<file path="config.mk">
export PLATFORM = sky130hd
export DESIGN_NAME = tist_set_mem
export DESIGN_NICKNAME = d
export VERILOG_FILES = /design/src/design/tist_pkg.sv /design/src/design/tist_set_mem.sv
export SDC_FILE = /design/constraint.sdc
export NUM_CORES = 1
export LEC_CHECK = 0
export BUFFER_PORTS_ARGS = -buffer_cell sky130_fd_sc_hd__buf_2
export CAP_MARGIN = 20
export CORE_ASPECT_RATIO = 1.2
export CORE_UTILIZATION = 63
export DETAILED_ROUTE_END_ITERATION = 8
export HOLD_SLACK_MARGIN = 0.03
export PLACE_DENSITY_LB_ADDON = 0.1
export SYNTH_ARGS = -nofsm -noshare
export SYNTH_HDL_FRONTEND = slang
export SYNTH_SLANG_ARGS = --single-unit
export TNS_END_PERCENT = 50
</file>
<file path="constraint.sdc">
create_clock -name clk -period 4.9 [get_ports clk]
set_input_delay 0.49 -clock clk [delete_from_list [all_inputs] [get_ports clk]]
set_output_delay 0.49 -clock clk [all_outputs]
set_load 0.005 [all_outputs]
</file>
<file path="src/design/tist_pkg.sv">
`timescale 1ns / 1ps
// Package for the tracked ID slot table: request codes, field widths and the
// control structs passed between the sequencer and the storage modules.
package tist_pkg;

  localparam int FUNC_W = 4;
  localparam int ID_W   = 32;
  localparam int DATA_W = 64;
  localparam int CNT_W  = 6;

  localparam logic [FUNC_W-1:0] FN_ADD       = 4'd0;
  localparam logic [FUNC_W-1:0] FN_REMOVE    = 4'd1;
  localparam logic [FUNC_W-1:0] FN_LOOKUP    = 4'd2;
  localparam logic [FUNC_W-1:0] FN_MARK_A    = 4'd3;
  localparam logic [FUNC_W-1:0] FN_MARK_N    = 4'd4;
  localparam logic [FUNC_W-1:0] FN_MARK_O    = 4'd5;
  localparam logic [FUNC_W-1:0] FN_UNMARK_N  = 4'd6;
  localparam logic [FUNC_W-1:0] FN_UNMARK_O  = 4'd7;
  localparam logic [FUNC_W-1:0] FN_REASSIGN  = 4'd8;
  localparam logic [FUNC_W-1:0] FN_CLR_N     = 4'd9;
  localparam logic [FUNC_W-1:0] FN_CLR_O     = 4'd10;
  localparam logic [FUNC_W-1:0] FN_CLR_ALL   = 4'd11;
  localparam logic [FUNC_W-1:0] FN_UNMARK_A  = 4'd12;

  typedef struct packed {
    logic wr_id;
    logic wr_pay;
    logic set_used;
    logic clr_used;
    logic clr_all;
  } slot_ctl_t;

  typedef struct packed {
    logic add;
    logic drop;
    logic clear;
  } set_ctl_t;

endpackage

</file>
<file path="src/design/tist_set_mem.sv">
`timescale 1ns / 1ps
// One ID set: an entry memory with a registered read, a fill count and
// a shift engine that closes the gap left by a removed entry. Uses tist_pkg.
module tist_set_mem import tist_pkg::*; #(
  parameter int DEPTH = 32,
  localparam int DW   = $clog2(DEPTH),
  localparam int FW   = $clog2(DEPTH + 1)
) (
  input  logic            clk,
  input  logic            rst,
  input  set_ctl_t        ctl,
  input  logic [DW-1:0]   idx,
  input  logic [ID_W-1:0] wid,
  input  logic [DW-1:0]   raddr,
  output logic [ID_W-1:0] rdata,
  output logic [FW-1:0]   fill,
  output logic            busy
);

  logic [ID_W-1:0] mem [DEPTH];
  logic [FW-1:0]   rd_idx;
  logic            pend;
  logic [DW-1:0]   pend_idx;
  logic            shift_wr;
  logic [DW-1:0]   ra;

  assign shift_wr = busy && pend;
  assign ra       = busy ? rd_idx[DW-1:0] : raddr;

  always_ff @(posedge clk) begin
    if (ctl.add) begin
      mem[fill[DW-1:0]] <= wid;
    end else if (shift_wr) begin
      mem[pend_idx] <= rdata;
    end
    rdata <= mem[ra];
  end

  // Each entry above the removed one is read and written one place lower,
  // one entry a cycle while no add, clear or drop arrives.
  always_ff @(posedge clk) begin
    if (rst) begin
      fill <= '0;
      busy <= 1'b0;
      pend <= 1'b0;
    end else if (ctl.clear) begin
      fill <= '0;
    end else if (ctl.add) begin
      fill <= fill + FW'(1);
    end else if (ctl.drop) begin
      busy   <= 1'b1;
      rd_idx <= FW'(idx) + FW'(1);
      pend   <= 1'b0;
    end else if (busy) begin
      if (rd_idx < fill) begin
        rd_idx   <= rd_idx + FW'(1);
        pend     <= 1'b1;
        pend_idx <= DW'(rd_idx - FW'(1));
      end else begin
        pend <= 1'b0;
        if (!pend) begin
          busy <= 1'b0;
          fill <= fill - FW'(1);
        end
      end
    end
  end

endmodule

</file>
# Yosys cells after proc, flatten, opt, wreduce, memory -nomap -nowiden
# Memories as Yosys holds them, arrays and structs flattened. A register that Yosys moved wholly into a read port is not among the register bits.
# Index checks and enable logic that the tools add are counted.
# Widths: inputs -> output; s select.
# totals
ff_bits	19
latchBits	0
mem_bits_rw	1024
rom_bits	0
in_bits	47
out_inout_bits	39
elab_cells	54
n_memories	1
# classes
add_sub_neg	5
mul	0
n_div	0
n_lt_le_gt_ge	1
eq_ne	3
shifts	0
mux	24
bitwise	4
n_reduce_logical	11
# mem_list
name	depth	width	read_ports	rd_ports_with_merged_regs	write_ports	line	rtl
mem	32	32	1	1	1	tist_set_mem.sv:20	logic [ID_W-1:0] mem [DEPTH];
# ops
op	count
$mux 6	8
$mux 32	1
$reduce_or 32->1	1
$mux 1	13
$add 6x1->6 const B	2
$mux 5	2
$add 5x1->6 const B	1
$lt 6x6->1	1
$reduce_and 6->1	1
$reduce_bool 2->1	3
$sub 6x1->6 const B	1
$reduce_and 5->1	1
$sub 5x1->5 const B	1
$ne 2x2->1 const B	2
$not 1->1	4
$reduce_and 4->1	1
$reduce_and 3->1	1
$ne 2x1->1 const B	1
$reduce_and 2->1	1
$reduce_or 2->1	1
$logic_and 1x1->1	1

# Longest topological paths before layout
# depth
word_depth	6
ltp_mapped	10
depth_no_buf	8

# Worst setup path after synthesis
# OpenSTA, ideal clock, no wires.
# synth_path
kind	reg2reg
from	reg busy
to	mem mem[17][0] (enable)
setup_time_ns	0.421
arrival_time_ns	3.227
required_ns	4.479
slack_ns	1.252
stages_incl_launch_ff	9
path_buffers	4
period_less_slack_ns	3.648
cell_sequence	dfxtp_1 > buf_2 > buf_4 > buf_2 > nand3_1 > clkbuf_1 > o31ai_1 > nand2_1 > nor2_1
# synth_between
elab_chain_cells	6
elab_cells_between_ends	7
classes_between	mux: 5; reduce/logical: 2
# synth_lines
element	line	rtl
from (decl)	tist_set_mem.sv:17	output logic busy
from (signal assigned)	tist_set_mem.sv:44	busy <= 1'b0;
from (signal assigned)	tist_set_mem.sv:51	busy <= 1'b1;
from (signal assigned)	tist_set_mem.sv:62	busy <= 1'b0;
$logic_and 1x1->1 (*)	tist_set_mem.sv:27	assign shift_wr = busy && pend;
$mux 1 (*)	tist_set_mem.sv:33	end else if (shift_wr) begin
$mux 1 (*)	tist_set_mem.sv:31	if (ctl.add) begin
$mux 1 (implied by the code) (*)	tist_set_mem.sv:34	mem[pend_idx] <= rdata;
$reduce_or 32->1 (no source line)	-	
$mux 5 (no source line) / $mux 1 (equally long branches)	-	
to (decl)	tist_set_mem.sv:20	
# Every way passes the cells marked *; elsewhere a longest branch is shown, timed or not.

# Final worst setup path
# layout_path
from	reg busy
to	mem mem[22][10] (enable)
# The elaborated chain is that of the path after synthesis.

==> key figures <==
Outcome
  • Status: completed

STA
  • Setup TNS: 0 ns
  • F_max: 286 MHz
  • Final Hold Violating Endpoints: 0
  • Post-route minimum period: 3.50 ns
  • Setup Skew: 0.0171 ns
  • Max-slew violations: 0
  • RSZ-0062 raised after global routing: no
  • Final number of setup-violating endpoints: 0
  • Period utilisation layout: 71.4%
  • Slew headroom: 15.2%
  • Worst Tran Pin Value: 1.27 ns

Yosys
  • Syn. warnings: 0
  • Synth Area in Adders: 0.356%
  • Most frequent cell after synthesis: edfxtp_1
  • Synth area leaders: edfxtp_1 (70%), mux4_2 (5.0%), a21oi_1 (3.5%)
  • Synthesized flop and latch total: 1,075
  • Syn Nets: 3,022
  • Top_reg_cell synth: edfxtp_1
  • Mux share of post-synthesis cell area: 7.85%
  • Yosys top cell by area: edfxtp_1
  • Mean Syn Cell Area: 15.0 µm²
  • Post-synth top cells: edfxtp_1 (1,035), nand2_1 (399), a21oi_1 (309), nand3_1 (207), clkbuf_1 (134)
  • Post-synthesis xor/xnor area fraction: 0.217%
  • Synthesized area: 44,300 µm²
  • Simple-gate share of the synthesized area: 7.11%
  • Sequential area share after synthesis: 71.9%
  • Largest family of logic cells by synthesized area: compound AO/OA/AOI/OAI gates
  • Compound-Gate Fraction of Synth Area: 10.3%
  • EDFF count, synth: 1,035
  • Yosys top cell area share: 70.1%
  • Post-synth ARST share: 0%
  • Synth unique cells: 58
  • Synthesized instance count: 2,963

Clock tree
  • Post_cts resized: 0
  • CTS buffer count: 102
  • H-tree depth: 3
  • Max Buffers Root-to-Sink: 3
  • # hold bufs at CTS: 0
  • Worst-path clk slew: 0.07 ns
  • Clock tree sinks: 1,075
  • CTS tree: done
  • Clk_lat worst skew: 0.66 ns
  • Buffer count from post-CTS setup fixing: 0
  • Root Driver: clkbuf_16

Power and ir drop
  • Leak: 0.0164 µW
  • Total power per unit cell area: 404 nW/µm²
  • Worst vdd ir: 0.282 mV

Detailed routing
  • First-pass detailed-route iteration total: 6
  • DRC viols: 0
  • WL/cell: 28.6 µm
  • Via Count: 27,800
  • Via density: 6.89
  • DR iter-0 viols: 3,431
  • Final WL: 115,000 µm
  • Antenna viol nets, final: 0

Die
  • Die W: 244 µm
  • Core area: 69,600 µm²
  • Die Area: 71,400 µm²
  • I/O pins: 86
  • Die Ht: 293 µm
  • Site Rows: 106
  • Starting Density: 63.7%

Place
  • Hpwl dp: 67,300 µm
  • GP Congestion: 0.876
  • PortBufs: 85

Critical path
  • Crit Reg-Reg Endpoint: mem[22][10]
  • CP required: 5.22 ns
  • Worst Setup Start Kind: register
  • WS Path Type: reg2reg
  • Critical path cell sequence: nand3_2, o21ai_0, nand2_1, nor2_4, buf_4
  • Worst path max stage delay: 0.73 ns
  • Slowest-stage cell, CP: o21ai_0
  • Critical path arrival: 3.83 ns
  • Register-to-Register Path Depth: 5
  • Critical Path Sink Type: register
  • Reg2reg start: busy
  • Reg2reg setup slack: 1.40 ns
  • Crit-path max FO: 31

Job
  • Number of max-cap violations: 0

Min path
  • Hold Path Cell Cnt: 2
  • Hold EP: pend
  • HP Start: rst
  • HP Class: in2reg

Cells and area
  • Layout Utilization: 71.4%
  • Filler instances: 4,457
  • Fraction of layout cells with a size suffix above 1: 16.9%
  • Area Growth Syn to Fin: 12.1%
  • Final nets: 3,094

Global routing
  • Initial antenna violation count: 5
  • Pin count of the biggest net entering global routing: 112
  • Tot GR Track Use: 32.6%
  • First-pass GRT wire length: 172,000 µm
  • Total congestion overflow: 0
  • Vias in the first global route: 26,900
-- where the power goes --
group / switching [µW] / internal [µW]
logic: 1020 / 508
registers: 82.2 / 10200
clock network: 3400 / 4880
total: 4500 / 15600
-- sequential cells by signal (all words and copies together) (netlist names) --
register  count
fill          6
pend          1
rdata        32
busy          1
mem        1024
pend_idx      5
rd_idx        6
-- area by class of cell --
cell class              instances  area (µm²)  share of cell area [%]
repair buffers                184        1290                    2.60
diodes                          3        7.51                  0.0151
clock buffers                 122        2700                    5.43
flip-flops and latches       1075       31900                    64.1
clock inverters                66         817                    1.64
well taps                     918        1150                    2.31
multi-input cells            1653       11800                    23.7
inverters                      19        76.3                   0.154
-- cells by family (layout without fill, tap and decap cells) --
family	Yosys count	count (layout)
flip-flops	1075	1075
AO/OA/AOI/OAI	687	687
AND/OR/NAND/NOR	723	723
XOR/XNOR	11	11
buffers and inverters	235	391
other	0	3
multiplexers	220	220
adder cells (fa/ha/maj)	12	12
-- per-stage QoR --
stage	setup slack (ns)	instance area (µm²)	total power [µW]	instances	hold slack, ns
2_1_floorplan	1.25	44300	11400	2963	0.499
3_3_place_gp	1.38	46100	11900	3843	0.557
3_5_place_dp	1.33	46200	12000	3847	0.574
4_1_cts	1.47	49700	20100	4035	0.0525
5_1_grt	1.34	49700	20600	4037	0.0849
6_report	1.40	49700	20100	4040	0.0746
-- how the worst max path moves through the flow --
stage	start	endpoint	slack, ns	cells past startpoint
after global routing	busy	rdata[1]	1.34	6
after detailed placement	ctl[2]	mem[11][20]	1.33	9
after CTS	busy	rdata[1]	1.47	6
after global placement	ctl[2]	mem[20][23]	1.38	6
final	busy	mem[22][10]	1.40	5
after floorplan	busy	mem[17][0]	1.25	8
-- critical path, delay by kind of cell, from the launching register on --
family | cells | cell delay, ns
AO/OA/AOI/OAI | 1 | 0.73
AND/OR/NAND/NOR | 3 | 1.37
flip-flops | 1 | 0.64
buffers and inverters | 1 | 0.41
-- cells in the final DEF (no fill, tap or decap), types with 11 or more instances in the layout --
| cell type | instances |
|---|---|
| clkinv_1 | 16 |
| clkbuf_16 | 103 |
| ha_1 | 11 |
| buf_2 | 87 |
| buf_4 | 87 |
| mux2i_1 | 82 |
| edfxtp_1 | 1035 |
| a41oi_1 | 32 |
| a211oi_1 | 89 |
| a211o_1 | 76 |
| inv_1 | 13 |
| mux2_2 | 34 |
| mux4_2 | 98 |
| nor2_4 | 32 |
| a21oi_1 | 309 |
| o21ai_0 | 15 |
| clkinv_2 | 21 |
| o41ai_1 | 37 |
| o21ai_1 | 15 |
| dfxtp_1 | 39 |
| clkbuf_1 | 14 |
| and3_1 | 26 |
| nand3_1 | 206 |
| nand2_1 | 399 |
| a32oi_1 | 25 |
| o31ai_1 | 14 |
| nor2_1 | 22 |
| bufinv_16 | 18 |
-- layer usage --
metal	share of wire [%]	global-route usage [%]	vias to the layer above	routed length, µm
met5	0.011	0	-	13
met4	2.9	10.7	2	3390
met3	9.6	4.87	237	11100
met2	48	50.7	1595	55000
met1	40	48.0	14100	45800
li1	-	-	11900	-
(Power assumes the default switching activity.)
