$ cat src/design/tist_pkg.sv
`timescale 1ns / 1ps
// Package for the tracked ID slot table: request codes, field widths and the
// control structs passed between the sequencer and the storage modules.
package tist_pkg;

  localparam int FUNC_W = 4;
  localparam int ID_W   = 32;
  localparam int DATA_W = 64;
  localparam int CNT_W  = 6;

  localparam logic [FUNC_W-1:0] FN_ADD       = 4'd0;
  localparam logic [FUNC_W-1:0] FN_REMOVE    = 4'd1;
  localparam logic [FUNC_W-1:0] FN_LOOKUP    = 4'd2;
  localparam logic [FUNC_W-1:0] FN_MARK_A    = 4'd3;
  localparam logic [FUNC_W-1:0] FN_MARK_N    = 4'd4;
  localparam logic [FUNC_W-1:0] FN_MARK_O    = 4'd5;
  localparam logic [FUNC_W-1:0] FN_UNMARK_N  = 4'd6;
  localparam logic [FUNC_W-1:0] FN_UNMARK_O  = 4'd7;
  localparam logic [FUNC_W-1:0] FN_REASSIGN  = 4'd8;
  localparam logic [FUNC_W-1:0] FN_CLR_N     = 4'd9;
  localparam logic [FUNC_W-1:0] FN_CLR_O     = 4'd10;
  localparam logic [FUNC_W-1:0] FN_CLR_ALL   = 4'd11;
  localparam logic [FUNC_W-1:0] FN_UNMARK_A  = 4'd12;

  typedef struct packed {
    logic wr_id;
    logic wr_pay;
    logic set_used;
    logic clr_used;
    logic clr_all;
  } slot_ctl_t;

  typedef struct packed {
    logic add;
    logic drop;
    logic clear;
  } set_ctl_t;

endpackage

$ cat src/design/tist_slot_mem.sv
`timescale 1ns / 1ps
// Slot storage: ID and payload memories with registered reads and a
// bank of occupancy flops. Depends on tist_pkg for slot_ctl_t.
module tist_slot_mem import tist_pkg::*; #(
  parameter int SLOTS        = 32,
  parameter int PAYLOAD_BITS = 64,
  localparam int SW          = $clog2(SLOTS)
) (
  input  logic                    clk,
  input  logic                    rst,
  input  slot_ctl_t               ctl,
  input  logic [SW-1:0]           waddr,
  input  logic [ID_W-1:0]         wid,
  input  logic [PAYLOAD_BITS-1:0] wpay,
  input  logic [SW-1:0]           raddr,
  output logic [ID_W-1:0]         rid,
  output logic [PAYLOAD_BITS-1:0] rpay,
  output logic [SLOTS-1:0]        used
);

  logic [ID_W-1:0]         id_mem  [SLOTS];
  logic [PAYLOAD_BITS-1:0] pay_mem [SLOTS];

  always_ff @(posedge clk) begin
    if (ctl.wr_id) begin
      id_mem[waddr] <= wid;
    end
    rid <= id_mem[raddr];
  end

  always_ff @(posedge clk) begin
    if (ctl.wr_pay) begin
      pay_mem[waddr] <= wpay;
    end
    rpay <= pay_mem[raddr];
  end

  // A slot whose occupancy bit is low reads as empty whatever its ID word holds.
  always_ff @(posedge clk) begin
    if (rst || ctl.clr_all) begin
      used <= '0;
    end else if (ctl.set_used) begin
      used[waddr] <= 1'b1;
    end else if (ctl.clr_used) begin
      used[waddr] <= 1'b0;
    end
  end

endmodule

$ cat config.mk
export PLATFORM = sky130hd
export DESIGN_NAME = tist_slot_mem
export DESIGN_NICKNAME = d
export VERILOG_FILES = /design/src/design/tist_pkg.sv /design/src/design/tist_slot_mem.sv
export SDC_FILE = /design/constraint.sdc
export NUM_CORES = 2
export LEC_CHECK = 0
export BUFFER_PORTS_ARGS = -buffer_cell sky130_fd_sc_hd__buf_2
export CORE_ASPECT_RATIO = 1.75
export CORE_MARGIN = 10
export CORE_UTILIZATION = 55
export CTS_BUF_LIST = sky130_fd_sc_hd__clkbuf_8
export DETAILED_ROUTE_END_ITERATION = 12
export GPL_TIMING_DRIVEN = 0
export PLACE_DENSITY = 0.75
export SYNTH_ARGS = -nofsm -noshare
export SYNTH_HDL_FRONTEND = slang
export SYNTH_SLANG_ARGS = --single-unit
$ cat constraint.sdc
create_clock -name clk -period 3 [get_ports clk]
set_clock_uncertainty 0.05 [all_clocks]
set_input_delay 0.3 -clock clk [delete_from_list [all_inputs] [get_ports clk]]
set_output_delay 0.3 -clock clk [all_outputs]
set_load 0.03 [all_outputs]
== Word level (Yosys, flattened, before mapping) ==
Memory sizes are Yosys's and may differ from the RTL's. A register that Yosys moved wholly into a read port is not among the register bits.
Cells that the tools add are included.

* Register bits: 32
* RAM bits: 3072
* Bits of input ports: 113
* Output and inout bits: 128
* Logic and storage cells: 19
* Memories kept: 2

{| class="wikitable"
|+ Memories
! name !! words !! width !! rd ports !! clocked after memory_dff !! wr ports !! line !! source
|-
| pay_mem || 32 || 64 || 1 || 1 || 1 || tist_slot_mem.sv:22 || <nowiki>logic [PAYLOAD_BITS-1:0] pay_mem [SLOTS];</nowiki>
|-
| id_mem || 32 || 32 || 1 || 1 || 1 || tist_slot_mem.sv:21 || <nowiki>logic [ID_W-1:0] id_mem [SLOTS];</nowiki>
|}

* $lt $le $gt $ge: 2
* Muxes and demuxes: 8
* Bitwise logic cells: 3
* Reductions and logical operators: 3

{| class="wikitable"
|+ Operators by type and width
! operator !! count
|-
| 32-bit 2-to-1 mux || 2
|-
| 32-bit AND || 1
|-
| 32-bit NOT || 1
|-
| 32-bit bitwise OR || 1
|-
| 5-bit by 6-bit < comparator with 1-bit output, second input constant || 1
|-
| 1-bit demux with 5-bit select || 1
|-
| 5-bit by 1-bit greater-or-equal comparator with 1-bit output, second input constant || 1
|-
| 1-bit 2-to-1 mux || 5
|-
| 2-bit nonzero test || 1
|-
| 1-bit logical AND || 1
|-
| 1-bit logical OR || 1
|}

== Longest topological paths before layout ==
* Word-level depth: 8
* Gate-level depth with buffers: 8
* Depth with buffers taken out: 4

== Worst setup path after synthesis ==
No wires, ideal clock.

* Path kind: input-to-reg
* Start point: input waddr[2]
* End point: memory pay_mem[8][0] (enable)
* Arrival: 2.627 ns
* Required time: 2.521 ns
* Path slack: -0.106 ns
* Cell stages on the path: 3
* Path buffers: 1
* Cells stage by stage: nor3b_1 -> clkbuf_1 -> and3_1

{| class="wikitable"
|+ RTL lines
! item !! line !! source
|-
| from (decl) || tist_slot_mem.sv:12 || <nowiki>input logic [SW-1:0] waddr,</nowiki>
|-
| to (decl) || tist_slot_mem.sv:22 ||
|}

No word-level cell before the write port.

==> impl_metrics.prom <==
# TYPE chip_impl_metric gauge
chip_impl_metric{name="post-route-drc-count",unit=""} 0
chip_impl_metric{name="syn_area",unit="um^2"} 120200
chip_impl_info{name="crit_path_top_delay_cell",value="clkbuf_1"} 1
chip_impl_metric{name="initial_utilization",unit=""} 0.5511
chip_impl_metric{name="clk_pin_slew_worst_paths",unit="ns"} 0.07
chip_impl_metric{name="first_global_vias",unit=""} 66590
chip_impl_metric{name="required",unit="ns"} 3.70
chip_impl_metric{name="postSynthAreaPerCell",unit="um^2"} 20.62
chip_impl_metric{name="post_synth_inst_count",unit=""} 5830
chip_impl_info{name="worst_setup_path_end_kind",value="flop"} 1
chip_impl_metric{name="max_cap_violations",unit=""} 3
chip_impl_metric{name="clockBufferDepth",unit=""} 4
chip_impl_metric{name="timing.fmax",unit="MHz"} 339.5
chip_impl_metric{name="groute.layer.met2.usage",unit=""} 0.4877
chip_impl_metric{name="placed_cells_incl_taps",unit=""} 9001
chip_impl_metric{name="grt_start_max_net_pins",unit=""} 44
chip_impl_metric{name="route.antenna.remaining_nets",unit=""} 0
chip_impl_metric{name="htreeDepth",unit=""} 5
chip_impl_metric{name="grt_remaining_overflow",unit=""} 0
chip_impl_metric{name="crit_fanout",unit=""} 10
chip_impl_metric{name="cts_made_buffers",unit=""} 428
chip_impl_metric{name="layout.cells.non_filler",unit=""} 9918
chip_impl_metric{name="io_buffer_count",unit=""} 238
chip_impl_metric{name="preCtsSetupSlack",unit="ns"} -1.026
chip_impl_metric{name="worstPathArrival",unit="ns"} 3.65
chip_impl_metric{name="dieArea",unit="um^2"} 238400
chip_impl_info{name="crit_path_max_delay_family",value="buffers and inverters"} 1
chip_impl_info{name="path_class",value="primary input to flop"} 1
chip_impl_metric{name="min_tclk_post_route",unit="ns"} 2.946
chip_impl_metric{name="synth_simple_gate_area_frac",unit=""} 0.02190
chip_impl_info{name="critical_path.startpoint_type",value="primary input"} 1
chip_impl_metric{name="synth_sequential_area_ratio",unit=""} 0.7887
chip_impl_info{name="violated_checks",value="max-capacitance violations, max-slew violations"} 1
chip_impl_metric{name="die_span_x",unit="um"} 373.4
chip_impl_metric{name="critical_path.max_stage_delay",unit="ns"} 1.12
chip_impl_metric{name="global_route_wire_length_before_repair",unit="mm"} 488.3
chip_impl_metric{name="hpwl_after_dpl",unit="mm"} 226.5
chip_impl_metric{name="fin_ws",unit="ns"} 0.05407
chip_impl_metric{name="post-route-period-util",unit=""} 0.9820
chip_impl_info{name="path_type_of_the_worst_min_delay_path",value="primary input to flop"} 1
chip_impl_metric{name="crit_buf_inv",unit=""} 4
chip_impl_metric{name="synth.net_count",unit=""} 5943
chip_impl_metric{name="drt-total-wl",unit="mm"} 353.2
chip_impl_metric{name="post_synth_xor_area_fraction",unit=""} 0
chip_impl_metric{name="num_rows",unit=""} 227
chip_impl_metric{name="drive_gt1_frac",unit=""} 0.2188
chip_impl_metric{name="antenna_found_initial",unit=""} 47
chip_impl_metric{name="route.vias.total",unit=""} 65520
chip_impl_info{name="cts.root.buffer_cell",value="clkbuf_8"} 1
chip_impl_metric{name="setup-violations-final",unit=""} 0
chip_impl_metric{name="design.final.nets",unit=""} 6799
chip_impl_metric{name="met1_usage",unit=""} 0.3221
chip_impl_metric{name="num_io_pins",unit=""} 241
chip_impl_metric{name="yosys.area_share.adder",unit=""} 0
chip_impl_metric{name="worst_skew_pair.late_latency",unit="ns"} 1.01
chip_impl_metric{name="yosys_warnings",unit=""} 0
chip_impl_metric{name="drtPass1Iterations",unit=""} 6
chip_impl_metric{name="synth.area.mux_share",unit=""} 0.1362
chip_impl_metric{name="finalHoldViolCount",unit=""} 0
chip_impl_info{name="critical_path.most_common_cell",value="buf_4"} 1
chip_impl_metric{name="die_height",unit="um"} 638.5
chip_impl_info{name="cts_tree",value="built"} 1
chip_impl_info{name="dominant_combinational_cell_family_by_area_after_synthesis",value="multiplexers"} 1
chip_impl_metric{name="route.detailed.wl_per_inst",unit="um"} 35.61
chip_impl_metric{name="via_per_inst",unit=""} 6.606
chip_impl_metric{name="slew_at_the_pin_closest_to_its_max_slew_limit",unit="ns"} 1.542
chip_impl_info{name="setup.worst_path.start",value="raddr[0]"} 1
chip_impl_metric{name="power.density",unit="nW/um^2"} 638.2
chip_impl_metric{name="register_to_register_setup_slack",unit="ns"} 1.01
chip_impl_metric{name="timing.final.max_slew_violations",unit=""} 28
chip_impl_metric{name="synthDistinctLibCells",unit=""} 33
chip_impl_metric{name="grt_util_all_layers",unit=""} 0.2896
chip_impl_info{name="status",value="finished, violations left"} 1
chip_impl_metric{name="use_met3",unit=""} 0.06983
chip_impl_metric{name="leakagePower",unit="uW"} 0.04582
chip_impl_metric{name="slew_headroom",unit=""} -0.02812
chip_impl_metric{name="crit_cells",unit=""} 8
chip_impl_metric{name="cts.sink_count",unit=""} 3200
chip_impl_metric{name="rr_worst_depth",unit=""} 5
chip_impl_info{name="cell_breakdown_of_the_critical_path",value="buf_2 > buf_4 > buf_4 > nor2_2 > clkbuf_1 > a22oi_1 > nand3_1 > nand4_1"} 1
chip_impl_info{name="crit_end",value="rpay[63]"} 1
chip_impl_metric{name="irDropWorstVdd",unit="mV"} 0.4168
chip_impl_info{name="grt-busiest-layer",value="met2"} 1
chip_impl_metric{name="synth_compound_area_frac",unit=""} 0.03867
chip_impl_metric{name="core",unit="um^2"} 218100
chip_impl_metric{name="dpl-instance-area",unit="um^2"} 126900
chip_impl_metric{name="gp_congestion",unit=""} 0.8725
chip_impl_metric{name="drt-initial-drc-count",unit=""} 9276
chip_impl_info{name="grt_setup_unrepaired",value="no"} 1
chip_impl_metric{name="ys_seq_elements",unit=""} 3200
chip_impl_metric{name="synthesis_to_finish_area_growth",unit="%"} 13.40
chip_impl_metric{name="post-route-cell-area",unit="um^2"} 136300
## per-stage QoR
step	util	setup TNS [ns]	hold WS [ns]	total power (uW)
detailed placement	0.5818	-116.28	0.4467	55880
CTS	0.6247	0	0.08625	86980
finish	0.6250	0	0.1602	87010
global route	0.6248	0	0.1673	89220
floorplan	-	0	0.3489	53410
global placement	0.5731	-4632.64	0.4372	55680
## what timing repair did
item                                    in CTS  in global routing
endpoints found under the setup margin       0                  5
buffers inserted                             0                  0
hold endpoints to repair                  3181                  0
resized for setup                            0                  1
hold buffers                               117                  0
## final cells by class
| class | instances | area (um^2) |
|---|---|---|
| Sequential cell | 3200 | 94810 |
| Fill cell | 14580 | 81800 |
| Multi-Input combinational cell | 2264 | 23880 |
| Clock buffer | 459 | 6317 |
| Timing Repair Buffer | 426 | 4053 |
| Tap cell | 2862 | 3581 |
| Clock inverter | 319 | 1877 |
| Buffer | 359 | 1725 |
| Antenna cell | 22 | 55.05 |
| Inverter | 7 | 26.28 |
## power by group
part	switching, uW	internal (uW)	total (uW)
registers	178	49600	49800
logic	3750	1630	5380
clock network	16000	15800	31800
## synth_stat cells
| library cell | instances | share of area |
|---|---|---|
| or3_1 | 1 | 0.000052 |
| nor2_2 | 2 | 0.00010 |
| a21oi_1 | 55 | 0.0023 |
| dfxtp_1 | 128 | 0.021 |
| mux2i_1 | 745 | 0.062 |
| o21ba_2 | 7 | 0.00058 |
| and3b_1 | 6 | 0.00044 |
| mux4_2 | 396 | 0.074 |
| nor3b_1 | 7 | 0.00044 |
| a31oi_1 | 31 | 0.0016 |
| nor2b_1 | 15 | 0.00078 |
| a32oi_1 | 30 | 0.0022 |
| and2_1 | 7 | 0.00036 |
| nand4b_1 | 3 | 0.00022 |
| buf_6 | 3 | 0.00028 |
| a22o_1 | 20 | 0.0015 |
| nor2_1 | 32 | 0.0010 |
| nor3_1 | 3 | 0.00012 |
| inv_1 | 7 | 0.00022 |
| a32o_1 | 3 | 0.00025 |
| nor3b_2 | 1 | 0.00010 |
| clkbuf_2 | 1 | 0.000042 |
| clkbuf_1 | 141 | 0.0044 |
| edfxtp_1 | 3072 | 0.77 |
| buf_1 | 19 | 0.00059 |
| nand4_1 | 74 | 0.0039 |
| buf_4 | 42 | 0.0026 |
| and3_1 | 75 | 0.0039 |
| buf_2 | 153 | 0.0064 |
| or2_2 | 3 | 0.00016 |
| a22oi_1 | 485 | 0.030 |
| nand2_1 | 56 | 0.0017 |
| nand3_1 | 207 | 0.0086 |
## flip-flops by register name (all words and copies together), names as in the netlist, named ones only
signal	cells
rpay	64
pay_mem	2048
rid	32
id_mem	1024
## per-layer routing
layer | part of all wire | wire [um] | vias up
li1 | - | - | 26040
met1 | 0.32 | 111400 | 33310
met2 | 0.50 | 176400 | 4836
met3 | 0.10 | 35770 | 1304
met4 | 0.083 | 29450 | 30
met5 | 0.00050 | 175 | -
## worst min-delay path: cells and delay by family
| family | cells | cell delay, ns |
|---|---|---|
| AOI/OAI and AO/OA | 2 | 0.38 |
| buffers and inverters | 1 | 0.14 |
| and+or+nand+nor | 2 | 0.33 |
## placed cells by master, fill, tap and decap left out, drive strengths merged, types with 55 or more instances in the layout
master	count
inv	162
nand4	74
dlygate4sd3	117
a22oi	485
clkinv	140
mux4	396
mux2i	745
and3	75
clkbuf	601
nand2	56
buf	526
edfxtp	3072
nand3	207
dfxtp	128
a21oi	55
## cell families (layout without fill, tap and decap cells)
family	count (synthesis)	in the layout
buffers and inverters	366	1570
multiplexers	1141	1141
flip-flops	3200	3200
other	0	22
AO/OA/AOI/OAI	631	631
AND/OR/NAND/NOR	492	492
## how the worst min path moves through the flow
stage / start / end / slack [ns] / depth (start not counted)
after floorplan: wid[0] / id_mem[0][0] / 0.35 / 0
after global placement: flop / flop / 0.44 / 2
after detailed placement: flop / flop / 0.45 / 2
after CTS: raddr[3] / rid[3] / 0.09 / 5
after global routing: raddr[3] / rid[3] / 0.17 / 5
final: raddr[3] / rid[3] / 0.16 / 5
Note: power is estimated with default switching activity, not from simulation.
